`src/rtl/cpfs_pkg.sv`:
```
// shared types, constants and saturation helper for the clamped polynomial force scaler
// no dependencies; imported by the interfaces, the core and the checker
package cpfs_pkg;

	localparam int DATA_W     = 32;
	localparam int FRAC_BITS  = 16;
	localparam int MAX_DEGREE = 3;
	localparam int NUM_COEF   = 4;
	localparam int DEG_W      = 2;
	localparam int CFG_IDX_W  = 3;

	// multiplier operands: a is 33 bit signed so the unsigned gain fits
	localparam int OPA_W  = DATA_W + 1;
	localparam int PROD_W = OPA_W + DATA_W;
	localparam int RSUM_W = PROD_W + 1;
	localparam int WIDE_W = RSUM_W - FRAC_BITS;

	localparam logic [DEG_W-1:0] DEG_CAP = (MAX_DEGREE < NUM_COEF - 1) ?
		DEG_W'(MAX_DEGREE) : DEG_W'(NUM_COEF - 1);

	localparam logic signed [RSUM_W-1:0] ROUND_HALF = RSUM_W'(1) <<< (FRAC_BITS - 1);

	// register indexes
	localparam logic [CFG_IDX_W-1:0] REG_RANGE_LOW    = 3'd0;
	localparam logic [CFG_IDX_W-1:0] REG_RANGE_HIGH   = 3'd1;
	localparam logic [CFG_IDX_W-1:0] REG_POLY_DEGREE  = 3'd2;
	localparam logic [CFG_IDX_W-1:0] REG_COEF_0       = 3'd3;
	localparam logic [CFG_IDX_W-1:0] REG_COEF_1       = 3'd4;
	localparam logic [CFG_IDX_W-1:0] REG_COEF_2       = 3'd5;
	localparam logic [CFG_IDX_W-1:0] REG_COEF_3       = 3'd6;
	localparam logic [CFG_IDX_W-1:0] REG_THERMAL_GAIN = 3'd7;

	// command and kind codes
	localparam logic CMD_LAMBDA = 1'b0;
	localparam logic CMD_FORCE  = 1'b1;

	// reset values
	localparam logic signed [DATA_W-1:0] RANGE_LOW_RST  = {1'b1, {(DATA_W-1){1'b0}}};
	localparam logic signed [DATA_W-1:0] RANGE_HIGH_RST = {1'b0, {(DATA_W-1){1'b1}}};
	localparam logic [DATA_W-1:0]        GAIN_RST       = DATA_W'(39066);

	typedef logic signed [DATA_W-1:0] data_t;

	typedef struct packed {
		logic  flag;
		data_t value;
	} sat_res_t;

	localparam logic signed [WIDE_W-1:0] WIDE_MAX = WIDE_W'(RANGE_HIGH_RST);
	localparam logic signed [WIDE_W-1:0] WIDE_MIN = WIDE_W'(RANGE_LOW_RST);

	// clip a wide signed value to the 32 bit range
	function automatic sat_res_t sat_wide(input logic signed [WIDE_W-1:0] v);
		sat_res_t r;
		if (v > WIDE_MAX) begin
			r.flag  = 1'b1;
			r.value = RANGE_HIGH_RST;
		end else if (v < WIDE_MIN) begin
			r.flag  = 1'b1;
			r.value = RANGE_LOW_RST;
		end else begin
			r.flag  = 1'b0;
			r.value = v[DATA_W-1:0];
		end
		return r;
	endfunction

endpackage

```
`src/rtl/cpfs_if.sv`:
```
// valid/ready channel interfaces for sample and result transactions
// depends on cpfs_pkg
interface cpfs_in_if;
	import cpfs_pkg::*;

	logic  valid;
	logic  ready;
	logic  command;
	data_t sample_value;
	logic  last_component;

	modport source (output valid, output command, output sample_value,
		output last_component, input ready);
	modport sink (input valid, input command, input sample_value,
		input last_component, output ready);
endinterface

interface cpfs_out_if;
	import cpfs_pkg::*;

	logic  valid;
	logic  ready;
	logic  kind;
	data_t result_value;
	logic  saturated;
	logic  last_out;

	modport source (output valid, output kind, output result_value,
		output saturated, output last_out, input ready);
	modport sink (input valid, input kind, input result_value,
		input saturated, input last_out, output ready);
endinterface

```
`src/rtl/clamped_poly_force_scaler_core.sv`:
```
// clamped polynomial force scaler: horner evaluation on one shared multiplier
// depends on cpfs_pkg and the channel interfaces in cpfs_if.sv
//
//  channel  dir  payload                                         transaction when
//  sample   in   command, sample_value, last_component           valid && ready
//  result   out  kind, result_value, saturated, last_out         valid && ready
//  cfg      in   cfg_index, cfg_data                             cfg_we high
//
// force item: multiply, round and load output, then back to idle for the next item
// lambda item: clamp, d horner steps and a final gain pass, d the effective degree; each horner step is one
// pass of multiply, round and coefficient add through the single 33x32 multiplier
// reset clears control, sets the configuration registers to their reset values and clears the force factor
// a full output register with ready low holds the sequencer before it returns to idle
module clamped_poly_force_scaler_core (
	input  logic                       clk,
	input  logic                       arst_n,
	cpfs_in_if.sink                    sample,
	cpfs_out_if.source                 result,
	input  logic                       cfg_we,
	input  logic [cpfs_pkg::CFG_IDX_W-1:0] cfg_index,
	input  logic [cpfs_pkg::DATA_W-1:0]    cfg_data
);
	import cpfs_pkg::*;

	// sequencer states
	localparam logic [2:0] S_IDLE  = 3'd0;
	localparam logic [2:0] S_CLAMP = 3'd1;
	localparam logic [2:0] S_STEP  = 3'd2;
	localparam logic [2:0] S_MUL   = 3'd3;
	localparam logic [2:0] S_RND   = 3'd4;
	localparam logic [2:0] S_ADD   = 3'd5;
	localparam logic [2:0] S_DONE  = 3'd6;

	// configuration registers
	data_t             range_low_q;
	data_t             range_high_q;
	logic [DEG_W-1:0]  poly_degree_q;
	data_t             coef_q [NUM_COEF];
	logic [DATA_W-1:0] gain_q;

	// item state
	logic [2:0]        state_q;
	logic              cmd_q;
	logic              last_q;
	data_t             x_q;
	data_t             acc_q;
	data_t             factor_q;
	logic [DEG_W-1:0]  cnt_q;
	logic              final_q;
	logic              sat_q;

	// shared multiplier
	logic signed [OPA_W-1:0]  op_a_q;
	data_t                    op_b_q;
	logic signed [PROD_W-1:0] prod_q;

	// output register
	logic  out_valid_q;
	logic  out_kind_q;
	data_t out_value_q;
	logic  out_sat_q;
	logic  out_last_q;

	logic                     accept;
	logic [DEG_W-1:0]         deg_eff;
	logic [DEG_W-1:0]         coef_sel;
	data_t                    coef_rd;
	data_t                    x_clamp;
	logic signed [RSUM_W-1:0] rnd_sum;
	sat_res_t                 rnd_res;
	logic signed [DATA_W:0]   add_sum;
	sat_res_t                 add_res;
	logic                     out_free;

	assign accept   = sample.valid && sample.ready;
	assign out_free = !out_valid_q || result.ready;
	assign sample.ready = (state_q == S_IDLE);

	assign deg_eff  = (poly_degree_q > DEG_CAP) ? DEG_CAP : poly_degree_q;
	// one coefficient read port: highest term at clamp time, next lower term on adds
	assign coef_sel = (state_q == S_CLAMP) ? deg_eff : DEG_W'(cnt_q - 1'b1);
	assign coef_rd  = coef_q[coef_sel];

	// lower bound wins, also for an inverted range
	always_comb begin
		if (x_q <= range_low_q) begin
			x_clamp = range_low_q;
		end else if (x_q >= range_high_q) begin
			x_clamp = range_high_q;
		end else begin
			x_clamp = x_q;
		end
	end

	// round half up, floor shift, then clip
	assign rnd_sum = RSUM_W'(prod_q) + ROUND_HALF;
	assign rnd_res = sat_wide(rnd_sum[RSUM_W-1:FRAC_BITS]);
	assign add_sum = (DATA_W+1)'(acc_q) + (DATA_W+1)'(coef_rd);
	assign add_res = sat_wide(WIDE_W'(add_sum));

	always_ff @(posedge clk or negedge arst_n) begin
		if (!arst_n) begin
			range_low_q   <= RANGE_LOW_RST;
			range_high_q  <= RANGE_HIGH_RST;
			poly_degree_q <= '0;
			for (int i = 0; i < NUM_COEF; i++) begin
				coef_q[i] <= '0;
			end
			gain_q        <= GAIN_RST;
		end else if (cfg_we) begin
			unique case (cfg_index)
				REG_RANGE_LOW:    range_low_q   <= cfg_data;
				REG_RANGE_HIGH:   range_high_q  <= cfg_data;
				REG_POLY_DEGREE:  poly_degree_q <= cfg_data[DEG_W-1:0];
				REG_COEF_0:       coef_q[0]     <= cfg_data;
				REG_COEF_1:       coef_q[1]     <= cfg_data;
				REG_COEF_2:       coef_q[2]     <= cfg_data;
				REG_COEF_3:       coef_q[3]     <= cfg_data;
				REG_THERMAL_GAIN: gain_q        <= cfg_data;
				default:          ;
			endcase
		end
	end

	// sequencer and control
	always_ff @(posedge clk or negedge arst_n) begin
		if (!arst_n) begin
			state_q     <= S_IDLE;
			factor_q    <= '0;
			out_valid_q <= 1'b0;
		end else begin
			// in the done state the output register is refilled below instead
			if (result.ready && (state_q != S_DONE)) begin
				out_valid_q <= 1'b0;
			end
			unique case (state_q)
				S_IDLE: begin
					if (accept) begin
						// force items go straight to the multiplier
						state_q <= (sample.command == CMD_FORCE) ? S_MUL : S_CLAMP;
					end
				end
				S_CLAMP: state_q <= S_STEP;
				S_STEP:  state_q <= S_MUL;
				S_MUL:   state_q <= S_RND;
				S_RND: begin
					if (final_q) begin
						if (cmd_q == CMD_LAMBDA) begin
							factor_q <= rnd_res.value;
						end
						state_q <= S_DONE;
					end else begin
						state_q <= S_ADD;
					end
				end
				S_ADD:   state_q <= S_STEP;
				S_DONE: begin
					if (out_free) begin
						out_valid_q <= 1'b1;
						state_q     <= S_IDLE;
					end
				end
				default: state_q <= S_IDLE;
			endcase
		end
	end

	// datapath registers
	always_ff @(posedge clk) begin
		unique case (state_q)
			S_IDLE: begin
				if (accept) begin
					cmd_q   <= sample.command;
					last_q  <= sample.last_component;
					x_q     <= sample.sample_value;
					sat_q   <= 1'b0;
					final_q <= 1'b1;
					op_a_q  <= OPA_W'(sample.sample_value);
					op_b_q  <= factor_q;
				end
			end
			S_CLAMP: begin
				x_q   <= x_clamp;
				acc_q <= coef_rd;
				cnt_q <= deg_eff;
			end
			S_STEP: begin
				if (cnt_q == '0) begin
					// last pass: scale by the unsigned thermal gain
					op_a_q  <= $signed({1'b0, gain_q});
					op_b_q  <= acc_q;
					final_q <= 1'b1;
				end else begin
					op_a_q  <= OPA_W'(acc_q);
					op_b_q  <= x_q;
					final_q <= 1'b0;
				end
			end
			S_MUL: prod_q <= op_a_q * op_b_q;
			S_RND: begin
				acc_q <= rnd_res.value;
				sat_q <= sat_q | rnd_res.flag;
			end
			S_ADD: begin
				acc_q <= add_res.value;
				sat_q <= sat_q | add_res.flag;
				cnt_q <= DEG_W'(cnt_q - 1'b1);
			end
			S_DONE: begin
				if (out_free) begin
					out_kind_q  <= cmd_q;
					out_value_q <= acc_q;
					out_sat_q   <= sat_q;
					out_last_q  <= (cmd_q == CMD_FORCE) ? last_q : 1'b0;
				end
			end
			default: ;
		endcase
	end

	assign result.valid        = out_valid_q;
	assign result.kind         = out_kind_q;
	assign result.result_value = out_value_q;
	assign result.saturated    = out_sat_q;
	assign result.last_out     = out_last_q;

endmodule

```
`src/flat_wrapper.sv`:
```
// flat-port wrapper written by rule: the top's interface ports become plain ports
module clamped_poly_force_scaler_core_flat import cpfs_pkg::*;
  (clk, arst_n, cfg_we, cfg_index, cfg_data, sample_valid, sample_command, sample_sample_value, sample_last_component, sample_ready, result_valid, result_kind, result_result_value, result_saturated, result_last_out, result_ready);
  cpfs_in_if sample_i ();
  cpfs_out_if result_i ();
  input  logic clk;
  input  logic arst_n;
  input  logic cfg_we;
  input  logic [cpfs_pkg::CFG_IDX_W-1:0] cfg_index;
  input  logic [cpfs_pkg::DATA_W-1:0] cfg_data;
  input wire logic [$bits(sample_i.valid)-1:0] sample_valid;
  input wire logic [$bits(sample_i.command)-1:0] sample_command;
  input wire logic [$bits(sample_i.sample_value)-1:0] sample_sample_value;
  input wire logic [$bits(sample_i.last_component)-1:0] sample_last_component;
  output wire logic [$bits(sample_i.ready)-1:0] sample_ready;
  output wire logic [$bits(result_i.valid)-1:0] result_valid;
  output wire logic [$bits(result_i.kind)-1:0] result_kind;
  output wire logic [$bits(result_i.result_value)-1:0] result_result_value;
  output wire logic [$bits(result_i.saturated)-1:0] result_saturated;
  output wire logic [$bits(result_i.last_out)-1:0] result_last_out;
  input wire logic [$bits(result_i.ready)-1:0] result_ready;
  assign sample_i.valid = sample_valid;
  assign sample_i.command = sample_command;
  assign sample_i.sample_value = sample_sample_value;
  assign sample_i.last_component = sample_last_component;
  assign sample_ready = sample_i.ready;
  assign result_valid = result_i.valid;
  assign result_kind = result_i.kind;
  assign result_result_value = result_i.result_value;
  assign result_saturated = result_i.saturated;
  assign result_last_out = result_i.last_out;
  assign result_i.ready = result_ready;
  clamped_poly_force_scaler_core u_core (.clk(clk), .arst_n(arst_n), .sample(sample_i), .result(result_i), .cfg_we(cfg_we), .cfg_index(cfg_index), .cfg_data(cfg_data));
endmodule
```
`config.mk`:
```
export PLATFORM = sky130hd
export DESIGN_NAME = clamped_poly_force_scaler_core_flat
export DESIGN_NICKNAME = d
export VERILOG_FILES = /design/src/rtl/cpfs_pkg.sv /design/src/rtl/cpfs_if.sv /design/src/rtl/clamped_poly_force_scaler_core.sv /design/src/flat_wrapper.sv
export SDC_FILE = /design/constraint.sdc
export NUM_CORES = 2
export LEC_CHECK = 0
export BUFFER_PORTS_ARGS = -buffer_cell sky130_fd_sc_hd__buf_2
export CAP_MARGIN = 20
export CORE_MARGIN = 1.5
export CORE_UTILIZATION = 60
export DETAILED_ROUTE_END_ITERATION = 8
export GPL_ROUTABILITY_DRIVEN = 1
export MAX_ROUTING_LAYER = met4
export PLACE_DENSITY = 0.86
export SLEW_MARGIN = 20
export SYNTH_ARGS = -nofsm -noshare
export SYNTH_HDL_FRONTEND = slang
export SYNTH_SLANG_ARGS = --single-unit
```
`constraint.sdc`:
```
create_clock -name clk -period 13.4 [get_ports clk]
set_input_delay 1.34 -clock clk [delete_from_list [all_inputs] [get_ports clk]]
set_output_delay 1.34 -clock clk [all_outputs]
set_load 0.05 [all_outputs]
```
# Yosys cells after proc, flatten, opt, wreduce, memory -nomap -nowiden
# Index checks and enable logic that the tools add are counted.
dict set report op_classes {
  bitwise 4
  n_reduce_logical 28
  eq_ne 17
  n_lt_le_gt_ge 8
  add_sub_neg 3
  muxes 34
  mul 1
}
# operator n
set ops {}
lappend ops {{2-to-1 mux 32 bit} 7}
lappend ops {{2-to-1 mux 33 bit} 6}
lappend ops {{one-hot mux 32 bit (2 select lines)} 2}
lappend ops {{one-hot mux 32 bit (3 select lines)} 1}
lappend ops {{adder 65 x 17 -> 66 bit, second input constant} 1}
lappend ops {{one-hot mux 33 bit (2 select lines)} 1}
lappend ops {{multiplier 33 x 32 -> 65 bit} 1}
lappend ops {{binary-select mux 32 bit (select 2 bit)} 1}
lappend ops {{greater-than comparator 50 x 32 -> 1 bit, second input constant} 1}
lappend ops {{less-than comparator 50 x 32 -> 1 bit, second input constant} 1}
lappend ops {{adder 32 x 32 -> 33 bit} 1}
lappend ops {{greater-than comparator 33 x 32 -> 1 bit, second input constant} 1}
lappend ops {{less-than comparator 33 x 32 -> 1 bit, second input constant} 1}
lappend ops {{greater-or-equal comparator 32 bit} 1}
lappend ops {{less-or-equal comparator 32 bit} 1}
lappend ops {{AND reduction 2 bit} 13}
lappend ops {{== test 3 bit, second input constant} 7}
lappend ops {{one-hot mux 3 bit (6 select lines)} 1}
lappend ops {{== test 3 x 2 -> 1 bit, second input constant} 4}
lappend ops {{2-to-1 mux 2 bit} 4}
lappend ops {{== test 3 x 1 -> 1 bit, second input constant} 2}
lappend ops {{zero test 3 bit} 2}
lappend ops {{2-to-1 mux 1 bit} 6}
lappend ops {{2-to-1 mux 3 bit} 2}
lappend ops {{20 further kinds} 27}
dict set report word_totals {
  out_inout_bits 37
  ff_bits 497
  inputBits 74
  wordCells 120
}

# Depth between registers and ports, before layout
dict set report depth {
  depth_word 13
  mapped_depth 29
  depth_no_buf 28
}

# Worst setup path after synthesis
# No wires, ideal clock.
dict set report synth_path {
  path_kind {reg2reg}
  from {register u_core.op_a_q[32]}
  to {register u_core.prod_q[64] (data pin)}
  path_stages_with_launch 23
  setup_ps 259
  path_buffers 2
  period_less_slack_ps 7859
  slack_ps 5541
  arrival_time_ps 7600
  cell_sequence {edfxtp_1 > clkbuf_1 > nand2_1 > fa_1 > fa_1 > inv_1 > fa_1 > inv_1 > fa_1 > fa_1 > fa_1 > fa_1 > fa_1 > inv_1 > ha_1 > clkbuf_1 > nand4_1 > or3_1 > a211oi_1 > o21ai_0 > nand3b_1 > a21oi_1 > xnor2_1}
}
dict set report synth_between {
  elab_chain_len 1
}
# element line
set synth_lines {}
lappend synth_lines {{start: declaration} clamped_poly_force_scaler_core.sv:53} ;# logic signed [OPA_W-1:0] op_a_q;
lappend synth_lines {{start signal: assignment} clamped_poly_force_scaler_core.sv:178} ;# op_a_q <= OPA_W'(sample.sample_value);
lappend synth_lines {{start signal: assignment} clamped_poly_force_scaler_core.sv:190} ;# op_a_q <= $signed({1'b0, gain_q});
lappend synth_lines {{start signal: assignment} clamped_poly_force_scaler_core.sv:194} ;# op_a_q <= OPA_W'(acc_q);
lappend synth_lines {{multiplier 33 x 32 -> 65 bit} clamped_poly_force_scaler_core.sv:199} ;# S_MUL: prod_q <= op_a_q * op_b_q;
lappend synth_lines {{end signal: assignment} clamped_poly_force_scaler_core.sv:199}
lappend synth_lines {{end: declaration} clamped_poly_force_scaler_core.sv:55} ;# logic signed [PROD_W-1:0] prod_q;
# No other way between the ends.
# A chain may end at the register's enable or synchronous reset.

# Final worst setup path
dict set report layout_path {
  from {register u_core.op_b_q[12]}
  to {register u_core.prod_q[62] (data pin)}
}
dict set report layout_between {
  elab_chain_len 1
}
# element line
set layout_lines {}
lappend layout_lines {{start: declaration} clamped_poly_force_scaler_core.sv:54} ;# data_t op_b_q;
lappend layout_lines {{start signal: assignment} clamped_poly_force_scaler_core.sv:179} ;# op_b_q <= factor_q;
lappend layout_lines {{start signal: assignment} clamped_poly_force_scaler_core.sv:191} ;# op_b_q <= acc_q;
lappend layout_lines {{start signal: assignment} clamped_poly_force_scaler_core.sv:195} ;# op_b_q <= x_q;
lappend layout_lines {{multiplier 33 x 32 -> 65 bit} clamped_poly_force_scaler_core.sv:199}
# No other way between the ends.

==> summary.md <==
| Metric | Value |
|---|---|
| Vias | `44100` |
| Initial DRT Pass Iterations | `7` |
| Clk_skew | `13.4 ps` |
| Worst min path class | `reg2reg` |
| CTS tree | `yes` |
| R2r setup slk | `4730 ps` |
| First-pass GRT wire length | `257 mm` |
| Max clock buf depth | `3` |
| Pin count of the biggest net entering global routing | `100` |
| Routed WL | `159 mm` |
| Gpl congestion | `0.975` |
| Largest family of logic cells by synthesized area | `adder cells` |
| Slew Limit Fails | `0` |
| Post-Syn Instances | `6073` |
| CP Max Fanout | `18` |
| Max-cap violations | `0` |
| Cts repair resizes | `0` |
| Crit end category | `flop` |
| Relative slew slack | `30.3%` |
| I/O Pins | `111` |
| WP data required | `13790 ps` |
| Via density | `5.95` |
| Num rows | `116` |
| Gr usage total | `32.8%` |
| Most flops, register | `u_core.coef_q` |
| DP Wirelength | `121 mm` |
| Die Span Y | `322 µm` |
| Clk slew on worst S/H paths | `70 ps` |
| Wirelength per Cell | `21.4 µm` |
| Synth warn | `0` |
| Post-DRT Antenna Nets | `0` |
| CP most frequent cell | `fa_1` |
| DR iter-0 viols | `3803` |
| Final min period | `8670 ps` |
| Final design utilization | `64.2%` |
| Avg Inst Size Synth | `10.0 µm²` |
| Final hold viol count | `0` |
| Top Registers | `u_core.coef_q (128), u_core.prod_q (50), u_core.op_a_q (33)` |
| Core area | `0.100 mm²` |
| Critical path launch point type | `flop` |
| Top cells by area, synth | `fa_1, edfxtp_1, dfrtp_1` |
| CTS Buf Count | `46` |
| Post-CTS Setup Bufs | `0` |
| Commonest non-fill, non-tap cell in the layout | `fa_1` |
| Asr flop ratio synth | `54.4%` |
| Crit path kind | `reg2reg` |
| Post-Synth Simple-Gate Area | `14.1%` |
| Total grt overflow | `0` |
| Count of flip-flops with a built-in enable after synthesis | `220` |
| Sequential share of the synthesized area | `21.7%` |
| Die width | `322 µm` |
| Worst-skew pair later-pin latency | `580 ps` |
| Synth unique cells | `82` |
| Fin crit share | `64.7%` |
| Post-synthesis compound-gate area fraction | `6.61%` |
| RSZ-0062 raised after global routing | `false` |
| Post-synthesis adder-cell area fraction | `42.3%` |
| Max reg flops | `128` |
| Total Die Area | `0.103 mm²` |
| Final setup TNS | `0 ps` |
| Most frequent cells in the layout | `fa_1, inv_1, nand2_1, and2_1, ha_1` |
| Starting density of the core | `60.7%` |
| Mux share of post-synthesis cell area | `4.74%` |
| Number of port buffers | `110` |
| Sink Count | `482` |
| Initial antenna violation count | `3` |
| Vias in the first global route | `47300` |
| H-tree Lvls | `2` |
| Mapped Area | `0.0609 mm²` |
| Synth top area share | `36.5%` |
| Top FF cell, synth | `dfrtp_1` |
| Hold Buf Count CTS | `0` |
| Hold_ws | `486 ps` |
| Largest stage delay on the critical path | `870 ps` |
| Status | `finished clean` |
| Slew at the pin closest to its max-slew limit | `1040 ps` |
| Final setup fails | `0` |
| Area leader, netlist | `fa_1` |
| Clk Tree Root Cell | `clkbuf_16` |
| Nets | `7481` |
| #FFs+latches synth | `482` |
| Critical Path AT | `9060 ps` |
| Synth Area in XOR/XNOR | `1.84%` |
| P&R area growth vs syn | `5.73%` |
| Fmax | `115 MHz` |
| Slowest CP cell | `edfxtp_1` |
| Layout cell share with drive strength beyond 1 | `8.76%` |
| # DRC | `0` |
| Net Count, Synth | `7539` |
==> final timing paths <==
kind                                                 from                              to  depth (start not counted)
min in group asynchronous                          arst_n   u_core.coef_q[26]$_DFFE_PN0P_                          1
max in group asynchronous                          arst_n   u_core.coef_q[67]$_DFFE_PN0P_                          3
setup reg to reg              u_core.op_b_q[12]$_DFFE_PP_     u_core.prod_q[62]$_DFFE_PN_                         25
hold / removal             u_core.factor_q[7]$_DFFE_PN0P_  u_core.factor_q[7]$_DFFE_PN0P_                          2
setup / recovery              u_core.op_b_q[12]$_DFFE_PP_     u_core.prod_q[62]$_DFFE_PN_                         25
hold reg to reg            u_core.factor_q[7]$_DFFE_PN0P_  u_core.factor_q[7]$_DFFE_PN0P_                          2
==> synth_stat cells (51+ instances only) <==
master / n
fa_1: 1112
inv_1: 1097
nand2_1: 873
and2_1: 554
clkbuf_1: 298
ha_1: 280
dfrtp_1: 223
o21ai_0: 223
edfxtp_1: 220
mux2_2: 166
a21oi_1: 124
mux2i_1: 100
nor2_1: 93
xnor2_1: 87
a211oi_1: 52
a21o_1: 51
==> final cells by class <==
type	count	area [µm²]
multi-input combinational	4182	42500
fill	7394	35900
sequential	482	13200
inverter	1098	4120
tap	1357	1700
timing repair buffer	205	1330
clock buffer	60	1260
clock inverter	25	300
antenna	3	7.51
==> metal layers <==
metal / track usage (%) / vias to the layer above / routed length [µm] / share of wire (%)
met5: - / - / 0 / 0
li1: - / 18800 / - / -
met1: 42.9 / 22400 / 60900 / 38
met4: 12.6 / 0 / 6680 / 4.2
met3: 6.28 / 478 / 16100 / 10
met2: 51.2 / 2479 / 75000 / 47
==> cell families after synthesis <==
kind of cell               after synthesis
buffers and inverters                 1409
muxes                                  267
xor gates and xnor gates               128
and+or+nand+nor                       1751
adders and majority gates             1392
AOI/OAI and AO/OA                      644
DFF                                    482
==> worst max-delay path, delay by kind of cell (launching register included) <==
family          cells  cell delay, ps
buf+inv             5             540
flops               1             870
simple gates        4             700
compound gates      7            1760
fa+ha+maj           9            4630
==> metrics by stage <==
step	setup WS (ps)	cell area (µm²)	instances
3_5_place_dp	4340	62800	7322
2_1_floorplan	5540	60900	6073
3_3_place_gp	4610	62700	7319
4_1_cts	4310	64300	7407
5_1_grt	4390	64400	7412
6_report	4730	64400	7412
Power is not shown: default switching activity piles up to over one toggle a cycle in this logic, so the estimate is an artifact.
